File: config.mk
export PLATFORM = sky130hd
export DESIGN_NAME = rv32i_execute_unit_core
export DESIGN_NICKNAME = d
export VERILOG_FILES = /design/src/rtl/rv32eu_pkg.sv /design/src/rtl/rv32eu_exec.sv /design/src/rtl/rv32execute_unit_core.sv
export VERILOG_INCLUDE_DIRS = /design/src /design/src/rtl
export SDC_FILE = /design/constraint.sdc
export NUM_CORES = 2
export LEC_CHECK = 0
export ABC_CLOCK_PERIOD_IN_PS = 12300
export BUFFER_PORTS_ARGS = -buffer_cell sky130_fd_sc_hd__buf_4
export CAP_MARGIN = 10
export CORE_MARGIN = 2
export CORE_UTILIZATION = 65
export DETAILED_ROUTE_END_ITERATION = 6
export GPL_TIMING_DRIVEN = 0
export PLACE_DENSITY = 0.88
export SETUP_SLACK_MARGIN = 0.2
export SYNTH_ARGS = -nofsm -noshare
export SYNTH_HDL_FRONTEND = slang
export SYNTH_SLANG_ARGS = --single-unit
export TNS_END_PERCENT = 50
File: constraint.sdc
create_clock -name i_clk -period 12.3 [get_ports i_clk]
set_input_delay 2.46 -clock i_clk [delete_from_list [all_inputs] [get_ports i_clk]]
set_output_delay 2.46 -clock i_clk [all_outputs]
set_load 0.1 [all_outputs]
File: src/rtl/assert_macros.svh
// Assertion helpers included by the core RTL file.
`ifndef ASSERT_MACROS_SVH
`define ASSERT_MACROS_SVH

// Same-cycle implication, disabled while reset is held.
`define RV32EU_ASSERT_IMPLY(label, clk, rst_n, ante, cons) \
    label: assert property (@(posedge clk) disable iff (!rst_n) (ante) |-> (cons)) \
        else $error("same-cycle check failed");

// Next-cycle implication, disabled while reset is held.
`define RV32EU_ASSERT_NEXT(label, clk, rst_n, ante, cons) \
    label: assert property (@(posedge clk) disable iff (!rst_n) (ante) |=> (cons)) \
        else $error("next-cycle check failed");

`endif

File: src/rtl/rv32eu_pkg.sv
package rv32eu_pkg;

    // Register file geometry.
    localparam int RegCount = 32;
    localparam int RegAw    = $clog2(RegCount);

    // Bus request codes.
    localparam logic [1:0] MemNone  = 2'd0;
    localparam logic [1:0] MemRead  = 2'd1;
    localparam logic [1:0] MemWrite = 2'd2;

    // Result status codes.
    localparam logic [2:0] StDone     = 3'd0;
    localparam logic [2:0] StUnknown  = 3'd1;
    localparam logic [2:0] StLoadDone = 3'd2;
    localparam logic [2:0] StUnexp    = 3'd3;
    localparam logic [2:0] StBusy     = 3'd4;

    // One input item.
    typedef struct packed {
        logic        kind;
        logic [31:0] instruction_word;
        logic [31:0] load_data;
    } t_in_item;

    // One result item.
    typedef struct packed {
        logic [31:0] next_pc;
        logic [1:0]  mem_op;
        logic [31:0] mem_address;
        logic [31:0] mem_write_data;
        logic [1:0]  mem_size;
        logic        dest_written;
        logic [4:0]  dest_reg;
        logic [31:0] dest_value;
        logic [2:0]  status;
    } t_out_item;

    // Outstanding load bookkeeping.
    typedef struct packed {
        logic       pending;
        logic [4:0] dest;
        logic [2:0] ltype;
    } t_load_ctl;

    // True for a register index that is backed by storage (not x0, within range).
    function automatic logic reg_ok(input logic [4:0] idx);
        return (idx != 5'd0) && ({1'b0, idx} < 6'(RegCount));
    endfunction

endpackage

File: src/rtl/rv32eu_exec.sv
module rv32eu_exec (
    input  rv32eu_pkg::t_in_item  i_item,
    input  logic [31:0]           i_a,
    input  logic [31:0]           i_b,
    input  logic [31:0]           i_pc,
    input  rv32eu_pkg::t_load_ctl i_load,
    output rv32eu_pkg::t_out_item o_result,
    output rv32eu_pkg::t_load_ctl o_load
);

    // Major opcodes.
    localparam logic [6:0] OpReg    = 7'b0110011;
    localparam logic [6:0] OpImm    = 7'b0010011;
    localparam logic [6:0] OpLoad   = 7'b0000011;
    localparam logic [6:0] OpStore  = 7'b0100011;
    localparam logic [6:0] OpBranch = 7'b1100011;
    localparam logic [6:0] OpJal    = 7'b1101111;
    localparam logic [6:0] OpJalr   = 7'b1100111;
    localparam logic [6:0] OpLui    = 7'b0110111;
    localparam logic [6:0] OpAuipc  = 7'b0010111;
    localparam logic [6:0] OpFence  = 7'b0001111;

    localparam logic [6:0] F7Zero = 7'h00;
    localparam logic [6:0] F7Alt  = 7'h20;

    // ALU funct3 codes.
    localparam logic [2:0] F3AddSub = 3'd0;
    localparam logic [2:0] F3Sll    = 3'd1;
    localparam logic [2:0] F3Slt    = 3'd2;
    localparam logic [2:0] F3Sltu   = 3'd3;
    localparam logic [2:0] F3Xor    = 3'd4;
    localparam logic [2:0] F3Srx    = 3'd5;
    localparam logic [2:0] F3Or     = 3'd6;
    localparam logic [2:0] F3And    = 3'd7;

    // Branch funct3 codes.
    localparam logic [2:0] F3Beq  = 3'd0;
    localparam logic [2:0] F3Bne  = 3'd1;
    localparam logic [2:0] F3Blt  = 3'd4;
    localparam logic [2:0] F3Bge  = 3'd5;
    localparam logic [2:0] F3Bltu = 3'd6;
    localparam logic [2:0] F3Bgeu = 3'd7;

    // Load and store funct3 codes; a store's funct3 is also its size code.
    localparam logic [2:0] F3Lb  = 3'd0;
    localparam logic [2:0] F3Lh  = 3'd1;
    localparam logic [2:0] F3Lw  = 3'd2;
    localparam logic [2:0] F3Lbu = 3'd4;
    localparam logic [2:0] F3Lhu = 3'd5;
    localparam logic [2:0] F3Base = 3'd0;

    localparam logic [1:0] SizeByte = 2'd0;
    localparam logic [1:0] SizeHalf = 2'd1;
    localparam logic [1:0] SizeWord = 2'd2;

    logic [31:0] w;
    logic [6:0]  op;
    logic [4:0]  rd;
    logic [2:0]  f3;
    logic [6:0]  f7;
    logic [31:0] immi;
    logic [31:0] imms;
    logic [31:0] immb;
    logic [31:0] immj;
    logic [31:0] immu;
    logic [31:0] pc4;
    logic        is_reg;
    logic [31:0] bop;
    logic [31:0] alu_v;
    logic        alu_ok;
    logic        take;
    logic        br_ok;
    logic        has_dest;
    logic        ok;
    logic [31:0] v;
    logic [4:0]  dst;

    // Instruction fields and immediates.
    assign w      = i_item.instruction_word;
    assign op     = w[6:0];
    assign rd     = w[11:7];
    assign f3     = w[14:12];
    assign f7     = w[31:25];
    assign immi   = {{20{w[31]}}, w[31:20]};
    assign imms   = {{20{w[31]}}, w[31:25], w[11:7]};
    assign immb   = {{19{w[31]}}, w[31], w[7], w[30:25], w[11:8], 1'b0};
    assign immj   = {{11{w[31]}}, w[31], w[19:12], w[20], w[30:21], 1'b0};
    assign immu   = {w[31:12], 12'd0};
    assign pc4    = i_pc + 32'd4;
    assign is_reg = (op == OpReg);

    // Second ALU operand: register, shift amount or I-type immediate.
    always_comb begin
        if (is_reg) begin
            bop = i_b;
        end else if (f3 == F3Sll || f3 == F3Srx) begin
            bop = {27'd0, w[24:20]};
        end else begin
            bop = immi;
        end
    end

    // ALU for register and immediate forms.
    always_comb begin
        alu_ok = 1'b1;
        alu_v  = '0;
        case (f3)
            F3AddSub: begin
                if (!is_reg || f7 == F7Zero) begin
                    alu_v = i_a + bop;
                end else if (f7 == F7Alt) begin
                    alu_v = i_a - bop;
                end else begin
                    alu_ok = 1'b0;
                end
            end
            F3Sll: begin
                if (f7 == F7Zero) begin
                    alu_v = i_a << bop[4:0];
                end else begin
                    alu_ok = 1'b0;
                end
            end
            F3Srx: begin
                if (f7 == F7Zero) begin
                    alu_v = i_a >> bop[4:0];
                end else if (f7 == F7Alt) begin
                    alu_v = $unsigned($signed(i_a) >>> bop[4:0]);
                end else begin
                    alu_ok = 1'b0;
                end
            end
            default: begin
                if (!is_reg || f7 == F7Zero) begin
                    case (f3)
                        F3Slt:   alu_v = {31'd0, $signed(i_a) < $signed(bop)};
                        F3Sltu:  alu_v = {31'd0, i_a < bop};
                        F3Xor:   alu_v = i_a ^ bop;
                        F3Or:    alu_v = i_a | bop;
                        F3And:   alu_v = i_a & bop;
                        default: alu_v = '0;
                    endcase
                end else begin
                    alu_ok = 1'b0;
                end
            end
        endcase
    end

    // Branch condition.
    always_comb begin
        br_ok = 1'b1;
        case (f3)
            F3Beq:   take = (i_a == i_b);
            F3Bne:   take = (i_a != i_b);
            F3Blt:   take = ($signed(i_a) < $signed(i_b));
            F3Bge:   take = ($signed(i_a) >= $signed(i_b));
            F3Bltu:  take = (i_a < i_b);
            F3Bgeu:  take = (i_a >= i_b);
            default: begin
                take  = 1'b0;
                br_ok = 1'b0;
            end
        endcase
    end

    // Item execution: load return, busy, or one instruction.
    always_comb begin
        o_result         = '0;
        o_result.next_pc = pc4;
        o_result.status  = rv32eu_pkg::StDone;
        o_load           = i_load;
        has_dest         = 1'b0;
        ok               = 1'b1;
        v                = '0;
        dst              = rd;

        if (i_item.kind) begin
            o_result.next_pc = i_pc;
            if (!i_load.pending) begin
                o_result.status = rv32eu_pkg::StUnexp;
            end else begin
                case (i_load.ltype)
                    F3Lb:    v = {{24{i_item.load_data[7]}}, i_item.load_data[7:0]};
                    F3Lh:    v = {{16{i_item.load_data[15]}}, i_item.load_data[15:0]};
                    F3Lbu:   v = {24'd0, i_item.load_data[7:0]};
                    F3Lhu:   v = {16'd0, i_item.load_data[15:0]};
                    default: v = i_item.load_data;
                endcase
                dst             = i_load.dest;
                has_dest        = 1'b1;
                o_load.pending  = 1'b0;
                o_result.status = rv32eu_pkg::StLoadDone;
            end
        end else if (i_load.pending) begin
            o_result.next_pc = i_pc;
            o_result.status  = rv32eu_pkg::StBusy;
        end else begin
            case (op)
                OpReg, OpImm: begin
                    v        = alu_v;
                    has_dest = alu_ok;
                    ok       = alu_ok;
                end
                OpLui: begin
                    v        = immu;
                    has_dest = 1'b1;
                end
                OpAuipc: begin
                    v        = i_pc + immu;
                    has_dest = 1'b1;
                end
                OpJal: begin
                    o_result.next_pc = i_pc + immj;
                    v                = pc4;
                    has_dest         = 1'b1;
                end
                OpJalr: begin
                    if (f3 == F3Base) begin
                        o_result.next_pc = (i_a + immi) & ~32'd1;
                        v                = pc4;
                        has_dest         = 1'b1;
                    end else begin
                        ok = 1'b0;
                    end
                end
                OpBranch: begin
                    ok = br_ok;
                    if (take) begin
                        o_result.next_pc = i_pc + immb;
                    end
                end
                OpLoad: begin
                    if (f3 inside {F3Lb, F3Lh, F3Lw, F3Lbu, F3Lhu}) begin
                        o_result.mem_op      = rv32eu_pkg::MemRead;
                        o_result.mem_address = i_a + immi;
                        o_result.mem_size    = f3[1:0];
                        o_load.pending       = 1'b1;
                        o_load.dest          = rd;
                        o_load.ltype         = f3;
                    end else begin
                        ok = 1'b0;
                    end
                end
                OpStore: begin
                    if (f3[2] == 1'b0 && f3[1:0] != 2'd3) begin
                        o_result.mem_op      = rv32eu_pkg::MemWrite;
                        o_result.mem_address = i_a + imms;
                        o_result.mem_size    = f3[1:0];
                        case (f3[1:0])
                            SizeByte: o_result.mem_write_data = {24'd0, i_b[7:0]};
                            SizeHalf: o_result.mem_write_data = {16'd0, i_b[15:0]};
                            SizeWord: o_result.mem_write_data = i_b;
                            default:  o_result.mem_write_data = '0;
                        endcase
                    end else begin
                        ok = 1'b0;
                    end
                end
                OpFence: begin
                    ok = (f3 == F3Base);
                end
                default: begin
                    ok = 1'b0;
                end
            endcase

            // Unknown instruction: drop every side effect and step past it.
            if (!ok) begin
                o_result.next_pc        = pc4;
                o_result.mem_op         = rv32eu_pkg::MemNone;
                o_result.mem_address    = '0;
                o_result.mem_size       = '0;
                o_result.mem_write_data = '0;
                o_result.status         = rv32eu_pkg::StUnknown;
                o_load                  = i_load;
                has_dest                = 1'b0;
            end
        end

        // Destination write; x0 and unbacked indices are never written.
        if (has_dest && rv32eu_pkg::reg_ok(dst)) begin
            o_result.dest_written = 1'b1;
            o_result.dest_reg     = dst;
            o_result.dest_value   = v;
        end
    end

endmodule

File: src/rtl/rv32execute_unit_core.sv
// The register read and the item are captured into stage 1 on the accepting edge, and execute
// loads the output register when stage 1 advances.
// Throughput: one item per cycle while the output is not stalled; the next item's register read
// overlaps the current item's execute, with the same-cycle write forwarded from a bypass register.
// Reset (synchronous, active low): program counter 0, no load pending, and every register reads
// zero through per-entry valid bits, so no clearing pass is needed.
`include "assert_macros.svh"

module rv32i_execute_unit_core (
    input  logic                  i_clk,
    input  logic                  i_rst_n,
    input  logic                  i_in_valid,
    output logic                  o_in_stall,
    input  rv32eu_pkg::t_in_item  i_in_item,
    output logic                  o_out_valid,
    input  logic                  i_out_stall,
    output rv32eu_pkg::t_out_item o_out_item,
    input  logic                  i_cfg_valid,
    output logic                  o_cfg_ready,
    input  logic [31:0]           i_cfg_data
);

    logic [31:0]                  r_rf_mem [rv32eu_pkg::RegCount];
    logic [rv32eu_pkg::RegCount-1:0] r_vld;

    logic                         r_s1_valid;
    rv32eu_pkg::t_in_item         r_s1_item;
    logic [31:0]                  r_rd_a;
    logic [31:0]                  r_rd_b;
    logic                         r_a_ok;
    logic                         r_b_ok;
    logic                         r_fw_en;
    logic [4:0]                   r_fw_idx;
    logic [31:0]                  r_fw_data;
    logic                         r_out_valid;
    rv32eu_pkg::t_out_item        r_out_item;
    logic [31:0]                  r_pc;
    rv32eu_pkg::t_load_ctl        r_load;

    rv32eu_pkg::t_load_ctl        n_load;
    rv32eu_pkg::t_out_item        res;
    logic                         accept;
    logic                         s1_adv;
    logic                         out_take;
    logic                         cfg_we;
    logic                         wr_en;
    logic [rv32eu_pkg::RegAw-1:0] wr_idx;
    logic [4:0]                   in_rs1;
    logic [4:0]                   in_rs2;
    logic [rv32eu_pkg::RegAw-1:0] in_rs1_idx;
    logic [rv32eu_pkg::RegAw-1:0] in_rs2_idx;
    logic [4:0]                   s1_rs1;
    logic [4:0]                   s1_rs2;
    logic [31:0]                  op_a;
    logic [31:0]                  op_b;

    // Handshakes: the output register frees stage 1, which frees the input.
    assign out_take    = r_out_valid && !i_out_stall;
    assign s1_adv      = r_s1_valid && (!r_out_valid || !i_out_stall);
    assign o_in_stall  = r_s1_valid && !s1_adv;
    assign accept      = i_in_valid && !o_in_stall;
    assign o_out_valid = r_out_valid;
    assign o_out_item  = r_out_item;
    assign o_cfg_ready = 1'b1;
    assign cfg_we      = i_cfg_valid && o_cfg_ready;

    // Source register indices of the incoming and the executing item.
    assign in_rs1     = i_in_item.instruction_word[19:15];
    assign in_rs2     = i_in_item.instruction_word[24:20];
    assign in_rs1_idx = in_rs1[rv32eu_pkg::RegAw-1:0];
    assign in_rs2_idx = in_rs2[rv32eu_pkg::RegAw-1:0];
    assign s1_rs1     = r_s1_item.instruction_word[19:15];
    assign s1_rs2     = r_s1_item.instruction_word[24:20];

    // Operands: bypass the write made on the read edge, else memory data if valid.
    always_comb begin
        if (r_fw_en && r_fw_idx == s1_rs1) begin
            op_a = r_fw_data;
        end else begin
            op_a = r_a_ok ? r_rd_a : '0;
        end
        if (r_fw_en && r_fw_idx == s1_rs2) begin
            op_b = r_fw_data;
        end else begin
            op_b = r_b_ok ? r_rd_b : '0;
        end
    end

    rv32eu_exec u_exec (
        .i_item   (r_s1_item),
        .i_a      (op_a),
        .i_b      (op_b),
        .i_pc     (r_pc),
        .i_load   (r_load),
        .o_result (res),
        .o_load   (n_load)
    );

    assign wr_en  = s1_adv && res.dest_written;
    assign wr_idx = res.dest_reg[rv32eu_pkg::RegAw-1:0];

    // Register file memory: one write port, two registered read ports.
    always_ff @(posedge i_clk) begin
        if (wr_en) begin
            r_rf_mem[wr_idx] <= res.dest_value;
        end
        if (accept) begin
            r_rd_a <= r_rf_mem[in_rs1_idx];
            r_rd_b <= r_rf_mem[in_rs2_idx];
        end
    end

    // Control state.
    always_ff @(posedge i_clk) begin
        if (!i_rst_n) begin
            r_s1_valid  <= 1'b0;
            r_out_valid <= 1'b0;
            r_pc        <= '0;
            r_load      <= '0;
            r_vld       <= '0;
            r_fw_en     <= 1'b0;
        end else begin
            if (accept) begin
                r_s1_valid <= 1'b1;
                r_fw_en    <= wr_en;
            end else if (s1_adv) begin
                r_s1_valid <= 1'b0;
            end
            if (s1_adv) begin
                r_out_valid <= 1'b1;
            end else if (out_take) begin
                r_out_valid <= 1'b0;
            end
            if (cfg_we) begin
                r_pc <= i_cfg_data;
            end else if (s1_adv) begin
                r_pc <= res.next_pc;
            end
            if (s1_adv) begin
                r_load <= n_load;
            end
            if (wr_en) begin
                r_vld[wr_idx] <= 1'b1;
            end
        end
    end

    // Item payload, read qualifiers and bypass data.
    always_ff @(posedge i_clk) begin
        if (accept) begin
            r_s1_item <= i_in_item;
            r_a_ok    <= rv32eu_pkg::reg_ok(in_rs1) && r_vld[in_rs1_idx];
            r_b_ok    <= rv32eu_pkg::reg_ok(in_rs2) && r_vld[in_rs2_idx];
            r_fw_idx  <= res.dest_reg;
            r_fw_data <= res.dest_value;
        end
        if (s1_adv) begin
            r_out_item <= res;
        end
    end

    // Checks on the execute stage.
    `RV32EU_ASSERT_IMPLY(a_no_x0_write, i_clk, i_rst_n, wr_en, res.dest_reg != 5'd0)
    `RV32EU_ASSERT_NEXT(a_busy_holds_pc, i_clk, i_rst_n, s1_adv && !r_s1_item.kind && r_load.pending && !cfg_we, r_pc == $past(r_pc))
    `RV32EU_ASSERT_NEXT(a_load_done_clears, i_clk, i_rst_n, s1_adv && r_s1_item.kind, !r_load.pending)
    `RV32EU_ASSERT_IMPLY(a_read_no_dest, i_clk, i_rst_n, s1_adv && res.mem_op == rv32eu_pkg::MemRead, !res.dest_written)

endmodule

==> key figures, run 1 <==
Die
  – Io pins: 246
  – Site Rows: 129
  – Die width: 358 µm
  – Starting Density: 0.656
  – Die Y: 358 µm

Global routing
  – First-pass GRT wire length: 674 mm
  – Vias in the first global route: 81600
  – Largest net degree at the start of global routing: 117
  – Grt ovf: 2
  – GRT Resource Usage Total: 0.775

Synth
  – Mapped Cells: 6097
  – Sequential area share after synthesis: 0.511
  – Main synth FF type: edfxtp_1
  – Count of unique library cells instantiated by Yosys: 105
  – Number of synthesized flops with an enable pin: 1333
  – Synth async-reset ratio: 0
  – Synth Cell Area: 81300 µm²
  – Syn Area/Cell: 13.3 µm²
  – YS warnings: 0
  – Flops & latches, synth: 1408

CTS
  – Clk buf depth: 3
  – # clock sinks: 1408
  – CTS Hold Bufs: 0
  – Post-cts resize count: 0
  – Clock H-tree levels: 4
  – Total CTS buffers: 142
  – Post-CTS Setup Inserts: 0
  – Root Buffer: clkbuf_16

Placement
  – Final HPWL DP: 300 mm
  – # port buffers: 243
  – GPL Wtd Cong: 1.17
  – Placed Instances: 8093

Outcome
  – Stop stage: global routing (5_1_grt)
  – Status: did not finish
  – Stop err: [ERROR GRT-0116] Global routing finished with congestion. Check the congestion regions in the DRC Viewer.
## through the flow
stage / setup slack (ns) / instance area (µm²)
2_1_floorplan: 4.51 / 81500
3_5_place_dp: 2.95 / 87300
4_1_cts: 2.80 / 92100
3_3_place_gp: -0.895 / 85300
## layer usage
metal  track usage  overflow
met1         0.787         1
met2         0.902         0
met3         0.662         0
met4         0.725         1
met5         0.469         0
## synth_stat cells (all sizes together), types with 96 or more instances
cell type  count  area share
a21o          96      0.0089
nand2        375       0.017
nand3        131      0.0081
nor2         444       0.021
mux2i        138       0.017
edfxtp      1333        0.49
buf          128      0.0075
a21oi        431       0.027
ha           219       0.034
mux4         670        0.19
o21ai        366       0.023
clkbuf       299       0.014
xnor2         98       0.011
inv          167      0.0077
## cells by family after synthesis
group                    synth area share
AND/OR/NAND/NOR                    0.0736
adder cells (fa/ha/maj)            0.0354
buffers and inverters              0.0291
multiplexers                        0.215
other                           0.0000923
AO/OA/AOI/OAI                       0.122
XOR/XNOR                           0.0149
flip-flops                          0.511
==> run 2, diff against run 1 <==
--- a/config.mk
+++ b/config.mk
@@ -10,11 +10,10 @@
 export BUFFER_PORTS_ARGS = -buffer_cell sky130_fd_sc_hd__buf_4
 export CAP_MARGIN = 10
 export CORE_MARGIN = 2
-export CORE_UTILIZATION = 65
+export CORE_UTILIZATION = 40
 export DETAILED_ROUTE_END_ITERATION = 6
 export GPL_TIMING_DRIVEN = 0
-export PLACE_DENSITY = 0.88
-export SETUP_SLACK_MARGIN = 0.2
+export PLACE_DENSITY_LB_ADDON = 0.15
 export SYNTH_ARGS = -nofsm -noshare
 export SYNTH_HDL_FRONTEND = slang
 export SYNTH_SLANG_ARGS = --single-unit
==> run 2 against run 1 <==
The flow now finishes, with violations (max-slew violations). Synthesized area is the same. Synthesized cell count unchanged.
==> key figures, run 2 <==
Outcome
  – Status: finished with violations
  – Violated checks: max-slew violations

Die
  – Starting Density: 0.402
  – Die Y: 455 µm
  – Die width: 455 µm
  – Io pins: 246
  – Core Area: 202000 µm²
  – Site Rows: 165
  – Area of the die: 207000 µm²

CTS
  – Post-CTS Setup Inserts: 0
  – Total CTS buffers: 156
  – CTS tree: yes
  – Worst-skew pair later-pin latency: 0.86 ns
  – Post-cts resize count: 0
  – Clk buf depth: 3
  – Clock H-tree levels: 4
  – CTS clk-pin slew, worst paths: 0.06 ns
  – # clock sinks: 1408
  – CTS Hold Bufs: 0
  – Root Buffer: clkbuf_16

Final layout
  – Top reg by flops: r_rf_mem
  – Flip-flop and latch area: 41500 µm²
  – Multi-input logic area: 38100 µm²
  – Max FFs per register: 1024
  – Fin nets: 6989
  – Commonest non-fill, non-tap cell in the layout: edfxtp_1
  – Most frequent cells in the layout: edfxtp_1, mux4_2, a21oi_1
  – Finished Layout Cells: 9472
  – Final Core Density: 0.469
  – Fill cell count: 17900
  – Share of layout cells above drive strength 1: 0.227
  – Post-route cell area: 94800 µm²
  – Syn-to-layout area delta: 16.6%

Critical path
  – Crit path largest cell delay: 0.98 ns
  – Req. time, crit path: 12.84 ns
  – Reg-to-Reg Start: r_s1_item[38]
  – Slowest-stage cell, CP: a2111oi_0
  – Critical path class: reg2reg
  – R2R Setup Slk: 2.31 ns
  – Critical path startpoint category: register
  – CP cell instances: nand4b_1 -> nor3_4 -> buf_2 -> a31o_2 -> buf_2 -> buf_2 -> buf_1 -> clkbuf_1 -> ha_1 -> clkbuf_1 -> a21oi_1 -> o21ai_0 -> a2111oi_1 -> nor4_1 -> or4b_1 -> a41oi_1 -> o22a_1 -> a21oi_1 -> a2111oi_0 -> nor2_4 -> buf_12
  – Worst path most repeated cell: buf_2
  – Worst path buffer plus inverter count: 7
  – Worst setup EP type: register
  – Crit Path Max Fanout: 33
  – Cells on worst reg2reg path: 21
  – Critical path arrival: 10.54 ns
  – Crit-path leading delay family: compound AO/OA/AOI/OAI gates
  – Reg-to-reg endpoint: r_rf_mem[11][26]

Synth
  – Synth async-reset ratio: 0
  – Most frequent cell after synthesis: edfxtp_1
  – Top cell type's share of synthesized area: 0.492
  – Syn Area/Cell: 13.3 µm²
  – Area leader, netlist: edfxtp_1
  – Synth Cell Area: 81300 µm²
  – Sequential area share after synthesis: 0.511
  – YS warnings: 0
  – Number of synthesized flops with an enable pin: 1333
  – Flops & latches, synth: 1408
  – Main synth FF type: edfxtp_1
  – Synth cell count leaders: edfxtp_1, mux4_2, nor2_1, a21oi_1, nand2_1
  – Synth top area cells: edfxtp_1, mux4_2, ha_1
  – Count of unique library cells instantiated by Yosys: 105
  – Mapped Cells: 6097

Drt
  – Average wire per standard cell: 39.2 µm
  – Vias/cell: 6.68
  – Post-Route WL: 371 mm
  – Antenna-violating nets left: 0
  – DRC: 0
  – Via Count: 63300
  – First DRT Iteration DRCs: 9696
  – Pre-antenna DRT Iters: 6

Global routing
  – Initial antenna violation count: 24
  – Grt ovf: 0
  – Vias in the first global route: 60600
  – First-pass GRT wire length: 503 mm
  – GRT Resource Usage Total: 0.354
  – Largest net degree at the start of global routing: 119

STA
  – Setup WS post-layout: 2.31 ns
  – RSZ-0062 raised after global routing: false
  – Final Max Tran Viols: 1
  – Hold Violations, Final: 0
  – Least-Margin Pin Slew: 1.54 ns
  – Final setup vio count: 0
  – FMAX: 0.100 GHz
  – Fin crit share: 0.813
  – Final min period: 9.99 ns
  – Relative slew slack: -0.0299
  – Fin Clk Skew: 0.0794 ns
  – Final hold slack: 0.470 ns

Power
  – Max VDD drop: 0.000215 V
  – Pwr/cell area: 122 nW/µm²
  – Leak Pwr: 35.0 nW

Worst hold path
  – Hold crit path type: reg2reg
  – WHS Path Cells: 2
  – Hold_sp: r_load[6]
  – Hold endpoint: r_load[6]

Placement
  – Placed cell area: 89400 µm²
  – # port buffers: 243
  – Final HPWL DP: 284 mm
  – Pre-CTS WS: 2.71 ns
  – GPL Wtd Cong: 1.12
  – Placed Instances: 9165

Flow run
  – Max cap viols: 0
run 2: cell counts after synthesis:
No cell type changed its count.
run 2: stage by stage:
step	TNS, ns	power [mW]
after floorplan	0	6.28
after global placement	-147.59	6.83
after detailed placement	0	6.84
after CTS	0	11.6
after global routing	0	11.8
final	0	11.6
run 2: tightest hold or removal path, delay by kind of cell (launching register included):
kind / cells / cell delay, ns
flip-flops: 1 / 0.31
AO/OA/AOI/OAI: 1 / 0.06
AND/OR/NAND/NOR: 1 / 0.05
run 2: cells by family (layout without fill, tap and decap cells):
kind of cell	Yosys count	in the layout	synth area share
AOI/OAI and AO/OA	1528	1528	0.122
xor gates and xnor gates	138	138	0.0149
adders and majority gates	226	226	0.0354
buffers and inverters	596	1257	0.0291
DFF	1408	1408	0.511
muxes	897	897	0.215
other	2	44	0.0000923
and+or+nand+nor	1302	1302	0.0736
run 2: area by class of cell:
cell class              instances  share of cell area
flip-flops and latches       1408               0.438
plain buffers                 427              0.0184
multi-input cells            4124               0.402
diodes                         11            0.000290
repair buffers                375              0.0450
well taps                    2672              0.0353
clock inverters                82             0.00991
inverters                     169             0.00680
clock buffers                 204              0.0447
run 2: routing by layer:
metal / track usage / share of wire / vias to the layer above
met1: 0.455 / 0.38 / 32700
li1: - / - / 25700
met2: 0.557 / 0.46 / 3982
met4: 0.204 / 0.070 / 18
met5: 0 / 0.00041 / -
met3: 0.0747 / 0.093 / 949
run 2: where the power goes:
part,switching [mW],total [mW],internal (mW),leakage [nW]
sequential,0.0756,5.32,5.24,15.5
combinational,1.04,1.48,0.436,17.0
clock,2.06,4.77,2.71,2.50
total,3.18,11.6,8.38,35.0
run 2: worst max path at each step:
stage | to | cells past startpoint | start
finish | r_rf_mem[11][26] | 21 | r_s1_item[38]
global route | r_rf_mem[11][26] | 21 | r_s1_item[38]
CTS | r_rf_mem[14][26] | 21 | r_s1_item[38]
detailed placement | r_rf_mem[11][26] | 21 | r_s1_item[38]
global placement | r_rf_mem[2][11] | 10 | r_s1_item[63]
floorplan | r_pc[16] | 7 | i_out_stall
No activity file was read; power rests on OpenSTA's default activity.
